$ cat src/rtl/packet_header_ack_window_unit_defines.svh
// assertion macros for the packet header ack window unit
// depends on: a clk and an active-low rst_n in the module that expands them
`ifndef PACKET_HEADER_ACK_WINDOW_UNIT_DEFINES_SVH
`define PACKET_HEADER_ACK_WINDOW_UNIT_DEFINES_SVH

// same-cycle implication, checked while out of reset
`define PHAW_ASSERT_NOW(label, ante, cons) \
  label: assert property (@(posedge clk) disable iff (!rst_n) (ante) |-> (cons)) \
    else $error("phaw same-cycle check failed");

// next-cycle implication, checked while out of reset
`define PHAW_ASSERT_NEXT(label, ante, cons) \
  label: assert property (@(posedge clk) disable iff (!rst_n) (ante) |=> (cons)) \
    else $error("phaw next-cycle check failed");

`endif

$ cat src/rtl/phaw_pkg.sv
// shared types and constants for the packet header ack window unit
// no dependencies
`default_nettype none

package phaw_pkg;

  localparam int SEQ_W       = 29;
  localparam int WORD_W      = 32;
  localparam int LEN_W       = 16;
  localparam int QUEUE_DEPTH = 2;

  localparam logic [WORD_W-1:0] OOB_WORD = '1;
  localparam logic [LEN_W-1:0] MIN_LEN_ANY   = 16'd4;
  localparam logic [LEN_W-1:0] MIN_LEN_UNREL = 16'd8;
  localparam logic [LEN_W-1:0] MIN_LEN_REL   = 16'd12;

  typedef enum logic [1:0] {
    KIND_OOB   = 2'd0,
    KIND_UNREL = 2'd1,
    KIND_REL   = 2'd2
  } kind_t;

  typedef enum logic [2:0] {
    ST_OK    = 3'd0,
    ST_SHORT = 3'd1,
    ST_AHEAD = 3'd2,
    ST_DUP   = 3'd3,
    ST_OLD   = 3'd4
  } status_t;

  typedef struct packed {
    logic [WORD_W-1:0] first_word;
    logic [WORD_W-1:0] second_word;
    logic [WORD_W-1:0] third_word;
    logic [LEN_W-1:0]  packet_length;
  } in_item_t;

  typedef struct packed {
    logic              accept;
    kind_t             packet_kind;
    status_t           status;
    logic              ack_valid;
    logic [WORD_W-1:0] peer_ack;
    logic [WORD_W-1:0] peer_ack_bits;
    logic [WORD_W-1:0] local_ack_bits;
    logic [SEQ_W-1:0]  current_sequence;
  } out_item_t;

  // classified header as it waits between front and back
  typedef struct packed {
    kind_t             kind;
    logic              too_short;
    logic [SEQ_W-1:0]  seq;
    logic [WORD_W-1:0] peer_ack;
    logic [WORD_W-1:0] peer_ack_bits;
  } entry_t;

endpackage

`default_nettype wire

$ cat src/rtl/packet_header_ack_window_unit.sv
// packet header ack window unit: receive-side header check with a sliding ack window
// depends on: phaw_pkg, phaw_front, phaw_queue, phaw_back
//
// usage:
//   in_valid/in_ready/in_data carry one datagram header per transaction (words 0..2 and
//   the length). out_valid/out_ready/out_data carry one result per header, in order.
//   the front classifies the header and checks its length, a two-entry queue holds it,
//   and the back runs the sequence window update and loads the result register.
//   path: an accepted header is written into the queue, then moved into the result
//   register as soon as that register is free, which starts its result transaction.
//   throughput: one header per cycle while in_ready and out_ready stay high; the window
//   compare, subtract and shift of the back end are combinational, so no header waits.
//   reset: newest sequence and receive map clear, queue and result register empty.
//   stall: with out_ready low the result register holds its transaction; the queue keeps
//   taking headers until both entries are full, then in_ready drops.
//   WINDOW_BITS sets the receive map width; local_ack_bits shows its low 32 bits.
`default_nettype none

module packet_header_ack_window_unit #(
  parameter int WINDOW_BITS = 32
) (
  input  wire                      clk,
  input  wire                      rst_n,
  input  wire                      in_valid,
  output logic                     in_ready,
  input  wire phaw_pkg::in_item_t  in_data,
  output logic                     out_valid,
  input  wire                      out_ready,
  output phaw_pkg::out_item_t      out_data
);

  phaw_pkg::entry_t front_entry;
  phaw_pkg::entry_t q_head;
  logic             q_full;
  logic             q_not_empty;
  logic             q_pop;

  assign in_ready = !q_full;

  // classify
  phaw_front u_front (
    .item  (in_data),
    .entry (front_entry)
  );

  // decouple front and back
  phaw_queue u_queue (
    .clk       (clk),
    .rst_n     (rst_n),
    .push      (in_valid && !q_full),
    .push_data (front_entry),
    .full      (q_full),
    .pop       (q_pop),
    .not_empty (q_not_empty),
    .head      (q_head)
  );

  // window update and result
  phaw_back #(
    .WINDOW_BITS (WINDOW_BITS)
  ) u_back (
    .clk       (clk),
    .rst_n     (rst_n),
    .q_valid   (q_not_empty),
    .q_data    (q_head),
    .q_pop     (q_pop),
    .out_valid (out_valid),
    .out_ready (out_ready),
    .out_data  (out_data)
  );

endmodule

`default_nettype wire

$ cat src/rtl/phaw_front.sv
// front end: classifies a header and checks its minimum length
// depends on: phaw_pkg
`default_nettype none

module phaw_front (
  input  wire phaw_pkg::in_item_t item,
  output phaw_pkg::entry_t        entry
);

  phaw_pkg::kind_t kind;
  logic            short_any;
  logic            short_class;

  // class from word 0
  always_comb begin
    if (item.first_word == phaw_pkg::OOB_WORD) begin
      kind = phaw_pkg::KIND_OOB;
    end else if (!item.first_word[phaw_pkg::WORD_W-1]) begin
      kind = phaw_pkg::KIND_UNREL;
    end else begin
      kind = phaw_pkg::KIND_REL;
    end
  end

  // minimum length per class
  always_comb begin
    short_any = item.packet_length < phaw_pkg::MIN_LEN_ANY;
    case (kind)
      phaw_pkg::KIND_UNREL: short_class = item.packet_length < phaw_pkg::MIN_LEN_UNREL;
      phaw_pkg::KIND_REL:   short_class = item.packet_length < phaw_pkg::MIN_LEN_REL;
      default:              short_class = 1'b0;
    endcase
  end

  // peer ack words sit one word later in reliable headers
  always_comb begin
    entry.kind      = kind;
    entry.too_short = short_any | short_class;
    entry.seq       = item.first_word[phaw_pkg::SEQ_W-1:0];
    if (kind == phaw_pkg::KIND_UNREL) begin
      entry.peer_ack      = item.first_word;
      entry.peer_ack_bits = item.second_word;
    end else begin
      entry.peer_ack      = item.second_word;
      entry.peer_ack_bits = item.third_word;
    end
  end

endmodule

`default_nettype wire

$ cat src/rtl/phaw_queue.sv
// two-entry queue of classified headers between front and back
// depends on: phaw_pkg
`default_nettype none

module phaw_queue (
  input  wire                    clk,
  input  wire                    rst_n,
  input  wire                    push,
  input  wire phaw_pkg::entry_t  push_data,
  output logic                   full,
  input  wire                    pop,
  output logic                   not_empty,
  output phaw_pkg::entry_t       head
);

  localparam int PTR_W = $clog2(phaw_pkg::QUEUE_DEPTH);
  localparam int CNT_W = $clog2(phaw_pkg::QUEUE_DEPTH + 1);

  phaw_pkg::entry_t   slot_r [phaw_pkg::QUEUE_DEPTH];
  logic [PTR_W-1:0]   wr_ptr_r, wr_ptr_nxt;
  logic [PTR_W-1:0]   rd_ptr_r, rd_ptr_nxt;
  logic [CNT_W-1:0]   count_r, count_nxt;

  assign full      = count_r == CNT_W'(phaw_pkg::QUEUE_DEPTH);
  assign not_empty = count_r != '0;
  assign head      = slot_r[rd_ptr_r];

  // pointer and fill count
  always_comb begin
    wr_ptr_nxt = wr_ptr_r;
    rd_ptr_nxt = rd_ptr_r;
    count_nxt  = count_r;
    if (push) begin
      wr_ptr_nxt = (wr_ptr_r == PTR_W'(phaw_pkg::QUEUE_DEPTH - 1)) ? '0 : wr_ptr_r + 1'b1;
    end
    if (pop) begin
      rd_ptr_nxt = (rd_ptr_r == PTR_W'(phaw_pkg::QUEUE_DEPTH - 1)) ? '0 : rd_ptr_r + 1'b1;
    end
    case ({push, pop})
      2'b10:   count_nxt = count_r + 1'b1;
      2'b01:   count_nxt = count_r - 1'b1;
      default: count_nxt = count_r;
    endcase
  end

  always_ff @(posedge clk) begin
    if (!rst_n) begin
      wr_ptr_r <= '0;
      rd_ptr_r <= '0;
      count_r  <= '0;
    end else begin
      wr_ptr_r <= wr_ptr_nxt;
      rd_ptr_r <= rd_ptr_nxt;
      count_r  <= count_nxt;
    end
  end

  // storage
  always_ff @(posedge clk) begin
    if (push) begin
      slot_r[wr_ptr_r] <= push_data;
    end
  end

endmodule

`default_nettype wire

$ cat src/rtl/phaw_back.sv
// back end: sliding receive window update and result register
// depends on: phaw_pkg, packet_header_ack_window_unit_defines.svh
`default_nettype none
`include "packet_header_ack_window_unit_defines.svh"

module phaw_back #(
  parameter int WINDOW_BITS = 32
) (
  input  wire                     clk,
  input  wire                     rst_n,
  input  wire                     q_valid,
  input  wire phaw_pkg::entry_t   q_data,
  output logic                    q_pop,
  output logic                    out_valid,
  input  wire                     out_ready,
  output phaw_pkg::out_item_t     out_data
);

  localparam int SEQ_W = phaw_pkg::SEQ_W;
  localparam int DW    = $clog2(WINDOW_BITS + 2);
  localparam int IW    = $clog2(WINDOW_BITS);
  localparam logic [DW-1:0] W_D = DW'(WINDOW_BITS);

  logic [SEQ_W-1:0]       newest_r, newest_nxt;
  logic [WINDOW_BITS-1:0] map_r, map_nxt;
  logic                   out_valid_r;
  phaw_pkg::out_item_t    out_r, res;

  logic [SEQ_W:0]         ahead_limit;
  logic                   is_ahead, is_newer, is_equal, is_old;
  logic [SEQ_W-1:0]       fwd_dist, back_dist;
  logic [DW-1:0]          fwd_small, back_small, fwd_pos, back_pos;
  logic [WINDOW_BITS-1:0] fwd_map, fwd_mark, back_mark;
  phaw_pkg::status_t      seq_status;

  // take the queue head whenever the result register frees up
  assign q_pop     = q_valid && (!out_valid_r || out_ready);
  assign out_valid = out_valid_r;
  assign out_data  = out_r;

  // sequence compares against the newest received
  always_comb begin
    ahead_limit = {1'b0, newest_r} + (SEQ_W + 1)'(WINDOW_BITS + 1);
    is_ahead    = {1'b0, q_data.seq} > ahead_limit;
    is_newer    = q_data.seq > newest_r;
    is_equal    = q_data.seq == newest_r;
    fwd_dist    = q_data.seq - newest_r;
    back_dist   = newest_r - q_data.seq;
    is_old      = back_dist > SEQ_W'(WINDOW_BITS);
    fwd_small   = fwd_dist[DW-1:0];
    back_small  = back_dist[DW-1:0];
    fwd_pos     = W_D - fwd_small;
    back_pos    = W_D - back_small;
    fwd_map     = map_r >> fwd_small;
    fwd_mark    = (fwd_small <= W_D) ? (WINDOW_BITS'(1) << fwd_pos[IW-1:0]) : '0;
    back_mark   = WINDOW_BITS'(1) << back_pos[IW-1:0];
  end

  // window verdict for a reliable datagram
  always_comb begin
    if (is_ahead) begin
      seq_status = phaw_pkg::ST_AHEAD;
    end else if (is_newer) begin
      seq_status = phaw_pkg::ST_OK;
    end else if (is_equal) begin
      seq_status = phaw_pkg::ST_DUP;
    end else if (is_old) begin
      seq_status = phaw_pkg::ST_OLD;
    end else if ((map_r & back_mark) != '0) begin
      seq_status = phaw_pkg::ST_DUP;
    end else begin
      seq_status = phaw_pkg::ST_OK;
    end
  end

  // state update and result
  always_comb begin
    newest_nxt = newest_r;
    map_nxt    = map_r;
    res        = '0;
    res.packet_kind = q_data.kind;
    res.status      = phaw_pkg::ST_OK;
    if (q_data.too_short) begin
      res.status = phaw_pkg::ST_SHORT;
    end else begin
      case (q_data.kind)
        phaw_pkg::KIND_OOB: begin
          res.accept = 1'b1;
        end
        phaw_pkg::KIND_UNREL: begin
          res.accept    = 1'b1;
          res.ack_valid = 1'b1;
        end
        default: begin
          res.status = seq_status;
          if (seq_status == phaw_pkg::ST_OK) begin
            res.accept    = 1'b1;
            res.ack_valid = 1'b1;
            if (is_newer) begin
              newest_nxt = q_data.seq;
              map_nxt    = fwd_map | fwd_mark;
            end else begin
              map_nxt = map_r | back_mark;
            end
          end
        end
      endcase
    end
    if (res.ack_valid) begin
      res.peer_ack      = q_data.peer_ack;
      res.peer_ack_bits = q_data.peer_ack_bits;
    end
    res.local_ack_bits   = 32'(map_nxt);
    res.current_sequence = newest_nxt;
  end

  // window state and result register
  always_ff @(posedge clk) begin
    if (!rst_n) begin
      newest_r    <= '0;
      map_r       <= '0;
      out_valid_r <= 1'b0;
    end else begin
      if (q_pop) begin
        newest_r    <= newest_nxt;
        map_r       <= map_nxt;
        out_valid_r <= 1'b1;
      end else if (out_ready) begin
        out_valid_r <= 1'b0;
      end
    end
  end

  always_ff @(posedge clk) begin
    if (q_pop) begin
      out_r <= res;
    end
  end

  // checks
  `PHAW_ASSERT_NEXT(a_state_only_on_pop, !q_pop, $stable(newest_r) && $stable(map_r))
  `PHAW_ASSERT_NEXT(a_pop_fills_result, q_pop, out_valid_r)
  `PHAW_ASSERT_NOW(a_ack_needs_accept, out_valid_r && out_r.ack_valid,
                   out_r.accept && out_r.packet_kind != phaw_pkg::KIND_OOB)
  `PHAW_ASSERT_NEXT(a_newest_never_drops, q_pop, newest_r >= $past(newest_r))

endmodule

`default_nettype wire

$ cat config.mk
export PLATFORM = sky130hd
export DESIGN_NAME = packet_header_ack_window_unit
export DESIGN_NICKNAME = d
export VERILOG_FILES = /design/src/rtl/phaw_pkg.sv /design/src/rtl/packet_header_ack_window_unit.sv /design/src/rtl/phaw_front.sv /design/src/rtl/phaw_queue.sv /design/src/rtl/phaw_back.sv
export VERILOG_INCLUDE_DIRS = /design/src /design/src/rtl
export SDC_FILE = /design/constraint.sdc
export NUM_CORES = 1
export LEC_CHECK = 0
export BUFFER_PORTS_ARGS = -buffer_cell sky130_fd_sc_hd__buf_4
export CAP_MARGIN = 20
export CORE_MARGIN = 5
export CORE_UTILIZATION = 41
export CTS_CLUSTER_DIAMETER = 100
export DETAILED_ROUTE_END_ITERATION = 6
export PLACE_DENSITY_LB_ADDON = 0.05
export SETUP_SLACK_MARGIN = 0.5
export SLEW_MARGIN = 10
export SYNTH_ARGS = -nofsm -noshare
export SYNTH_HDL_FRONTEND = slang
export SYNTH_HIERARCHICAL = 1
export SYNTH_SLANG_ARGS = --single-unit
$ cat constraint.sdc
create_clock -name clk -period 17.36 [get_ports clk]
set_clock_uncertainty 0.15 [all_clocks]
set_input_delay 4.34 -clock clk [delete_from_list [all_inputs] [get_ports clk]]
set_output_delay 4.34 -clock clk [all_outputs]
set_load 0.05 [all_outputs]
==> metrics.md <==
| Metric | Value |
|---|---|
| Startpoint Class | `flip-flop` |
| Number of CTS-inserted buffers | `45` |
| VDD IR max | `about 0.11 mV` |
| Sequential fraction of the synthesis area | `49.7%` |
| Ant diodes | `0` |
| Vias in the first global route | `15900` |
| Via-per-instance ratio | `5.64` |
| Final hold vios | `0` |
| CTS tree | `yes` |
| Vias | `16200` |
| Worst min path class | `reg -> reg` |
| Crit-path max FO | `between 50 and 60` |
| Mapped Cells | `1954` |
| Critical path data arrival time | `7180 ps` |
| Top-count cell post-synth | `edfxtp_1` |
| Max_slew headroom | `31.1%` |
| Post-synthesis register bit count | `391` |
| Initial antenna violation count | `1` |
| Worst Path Required | `17530 ps` |
| CTS Buffer Depth | `3` |
| Fmax | `approximately 0.14 GHz` |
| Final cell count without fillers | `2863` |
| Nets@finish | `2317` |
| Worst skew pair latency | `580 ps` |
| Tot GR Track Use | `21.2%` |
| Initial core utilization | `41.4%` |
| CP endpoint kind | `flip-flop` |
| PostCTS Resize Cnt | `0` |
| Post-Route Setup TNS | `0 ps` |
| Hold Buf Count CTS | `0` |
| Average size of a mapped cell | `11.4 um2` |
| CTS root buffer | `clkbuf_16` |
| Ratio of cells with drive above 1 in the final layout | `25.5%` |
| Final min period | `7010 ps` |
| Routability Congestion | `0.902` |
| Filler cells | `4929` |
| Clock sinks | `about 390` |
| CP Cell Sequence | `buf_4, mux2_4, inv_1, ha_1, xor2_1, ha_1, nor2b_1, nor2b_1, a222oi_1, nor3_1, a2111o_1, o31ai_1, and2_1, o21ai_4, buf_4, mux2_1` |
| Area grow syn2layout | `16.4%` |
| Antenna violation net count after detailed routing | `0` |
| Finish-stage setup viols | `0` |
| RSZ-0062 raised after global routing | `false` |
| Total core area | `between 50000 and 60000 um2` |
| Synth warn | `6` |
| Number of flops mapped to enable cells by yosys | `324` |
| Die Height | `between 200 and 250 um` |
| Final Slew Violations | `0` |
| Final period util | `40.4%` |
| Post-synth top area share | `43.7%` |
| Pwr Total | `0.00428 W` |
| Die X | `243 um` |
| Leak Pwr | `9.94 nW` |
| Mapped Nets | `2139` |
| Largest stage delay, worst path | `870 ps` |
| Ys flop type | `edfxtp_1` |
| Worst-path cell with the longest stage delay | `buf_4` |
| Pwr/cell area | `165 nW/um2` |
| Commonest cells in the netlist | `edfxtp_1 (324), nand2_1 (252), a21oi_1 (128)` |
| Worst-path clk slew | `approximately 60 ps` |
| Die area | `59000 um2` |
| Critical path class | `reg -> reg` |
| Row Count | `85` |
| Initial DRC count | `1365` |
| Setup repair bufs after CTS | `0` |
| Drt total wl | `65100 um` |
| Async set-or-reset flop fraction in the synthesized netlist | `0%` |
| Yosys cell types | `93` |
| Post-Synthesis Cell Area | `about 22000 um2` |
| Initial DRT Pass Iterations | `5` |
| Detailed placement HPWL | `45800 um` |
| First-pass GRT wire length | `98600 um` |
| Top cells by area, synth | `edfxtp_1 (44%), dfxtp_1 (6.0%), mux2_4 (4.7%)` |
| MaxCap Viol Count | `0` |
| Synth area leader | `edfxtp_1` |
| GR Overflow Total | `0` |
| H-Tree Depth | `2` |
| Port buffer count | `247` |
| Worst-margin pin slew | `1030 ps` |
| Io pins | `250` |
| DP Cell Count | `~2800` |
| Status | `complete, no violations` |
| Pin count of the biggest net entering global routing | `roughly 90` |
| WL per Instance | `approximately 23 um` |
| DRC errors left | `0` |
-- power by group --
| group | internal [W] | leakage (nW) | switching [W] |
|---|---|---|---|
| Combinational | 0.000608 | 5.62 | 0.00136 |
| Sequential | 0.00129 | 3.63 | 0.0000911 |
| Clock | 0.000538 | 0.691 | 0.000386 |
-- worst paths after layout --
check	start	end	slack, ps	cells past startpoint
setup / recovery	flip-flop	u_back/out_data[33]$_DFFE_PP_	10350	16
hold / removal	u_back/newest_r[22]$_SDFFE_PN0P_	u_back/newest_r[22]$_SDFFE_PN0P_	330	2
setup reg to reg	flip-flop	u_back/out_data[33]$_DFFE_PP_	10350	16
hold reg to reg	u_back/newest_r[22]$_SDFFE_PN0P_	u_back/newest_r[22]$_SDFFE_PN0P_	330	2
-- area by class of cell --
type                    instances  area, um2  share of cell area, %
inverters                      67        256                  0.990
multi-input cells            1357      10200                   39.5
clock buffers                  65       1260                   4.87
repair buffers                270       2050                   7.90
flip-flops and latches        391      11100                   42.8
clock inverters                17        171                  0.662
well taps                     696        871                   3.36
-- cells in the final DEF, fill, tap and decap left out, types with 8 or more instances in the layout --
cell type  count
ha_1          66
o21ai_0       93
a211o_1        9
o211ai_1      19
mux2_1        25
nand2b_1      15
mux2_2        89
nor2_1        60
mux2_4        70
mux4_2        18
dfxtp_1       66
and2_1        17
or2_2          8
mux2i_1       78
inv_1         66
clkbuf_16     45
nor2b_1       16
buf_4        269
a21o_1        19
nand2_1      252
nand4_1       30
a21boi_1      28
nand3_1       44
nor3_1        18
and3_1        10
xnor2_1       24
edfxtp_1     324
clkbuf_1      14
a21oi_1      128
a21boi_0      38
o21a_1        17
xor2_1        21
a211oi_1       9
-- cells by family after synthesis --
family | share of synthesized area (%)
simple gates | 11.2
fa+ha+maj | 3.95
buf+inv | 4.59
flops | 49.7
compound gates | 12.8
mux | 15.8
xor+xnor | 1.89
-- per-layer routing --
layer	part of all wire, %	GRT usage (%)	up-vias	routed length [um]
met5	0.031	0	-	20
met2	45	32.7	501	29200
met1	46	31.0	7982	30100
li1	-	-	7591	-
met3	6.9	4.59	76	4490
met4	1.9	4.66	2	1250
-- critical path, delay by kind of cell (launching register included) --
family,cells,cell delay [ps]
buffers and inverters,3,1500
and+or+nand+nor,4,1460
adders and majority gates,2,1270
muxes,2,790
DFF,1,780
AOI/OAI and AO/OA,4,520
xor gates and xnor gates,1,200
-- per-stage QoR --
stage,hold WS (ps),util (%),cell area [um2],setup WS (ps)
2_1_floorplan,303,-,22300,8040
3_3_place_gp,315,45.4,24400,10240
3_5_place_dp,321,45.4,24400,10220
4_1_cts,329,48.1,25900,10350
5_1_grt,361,48.1,25900,10080
6_report,331,48.1,25900,10350
-- registers in the layout, summed over array words and instances (netlist names), named ones only --
register	cells
u_back/out_valid	1
u_back/newest_r	29
u_queue/wr_ptr_r	1
u_queue/slot_r	192
u_back/out_data	132
u_queue/rd_ptr_r	1
u_queue/count_r	2
u_back/map_r	32
No activity file was read; power rests on OpenSTA's default activity.
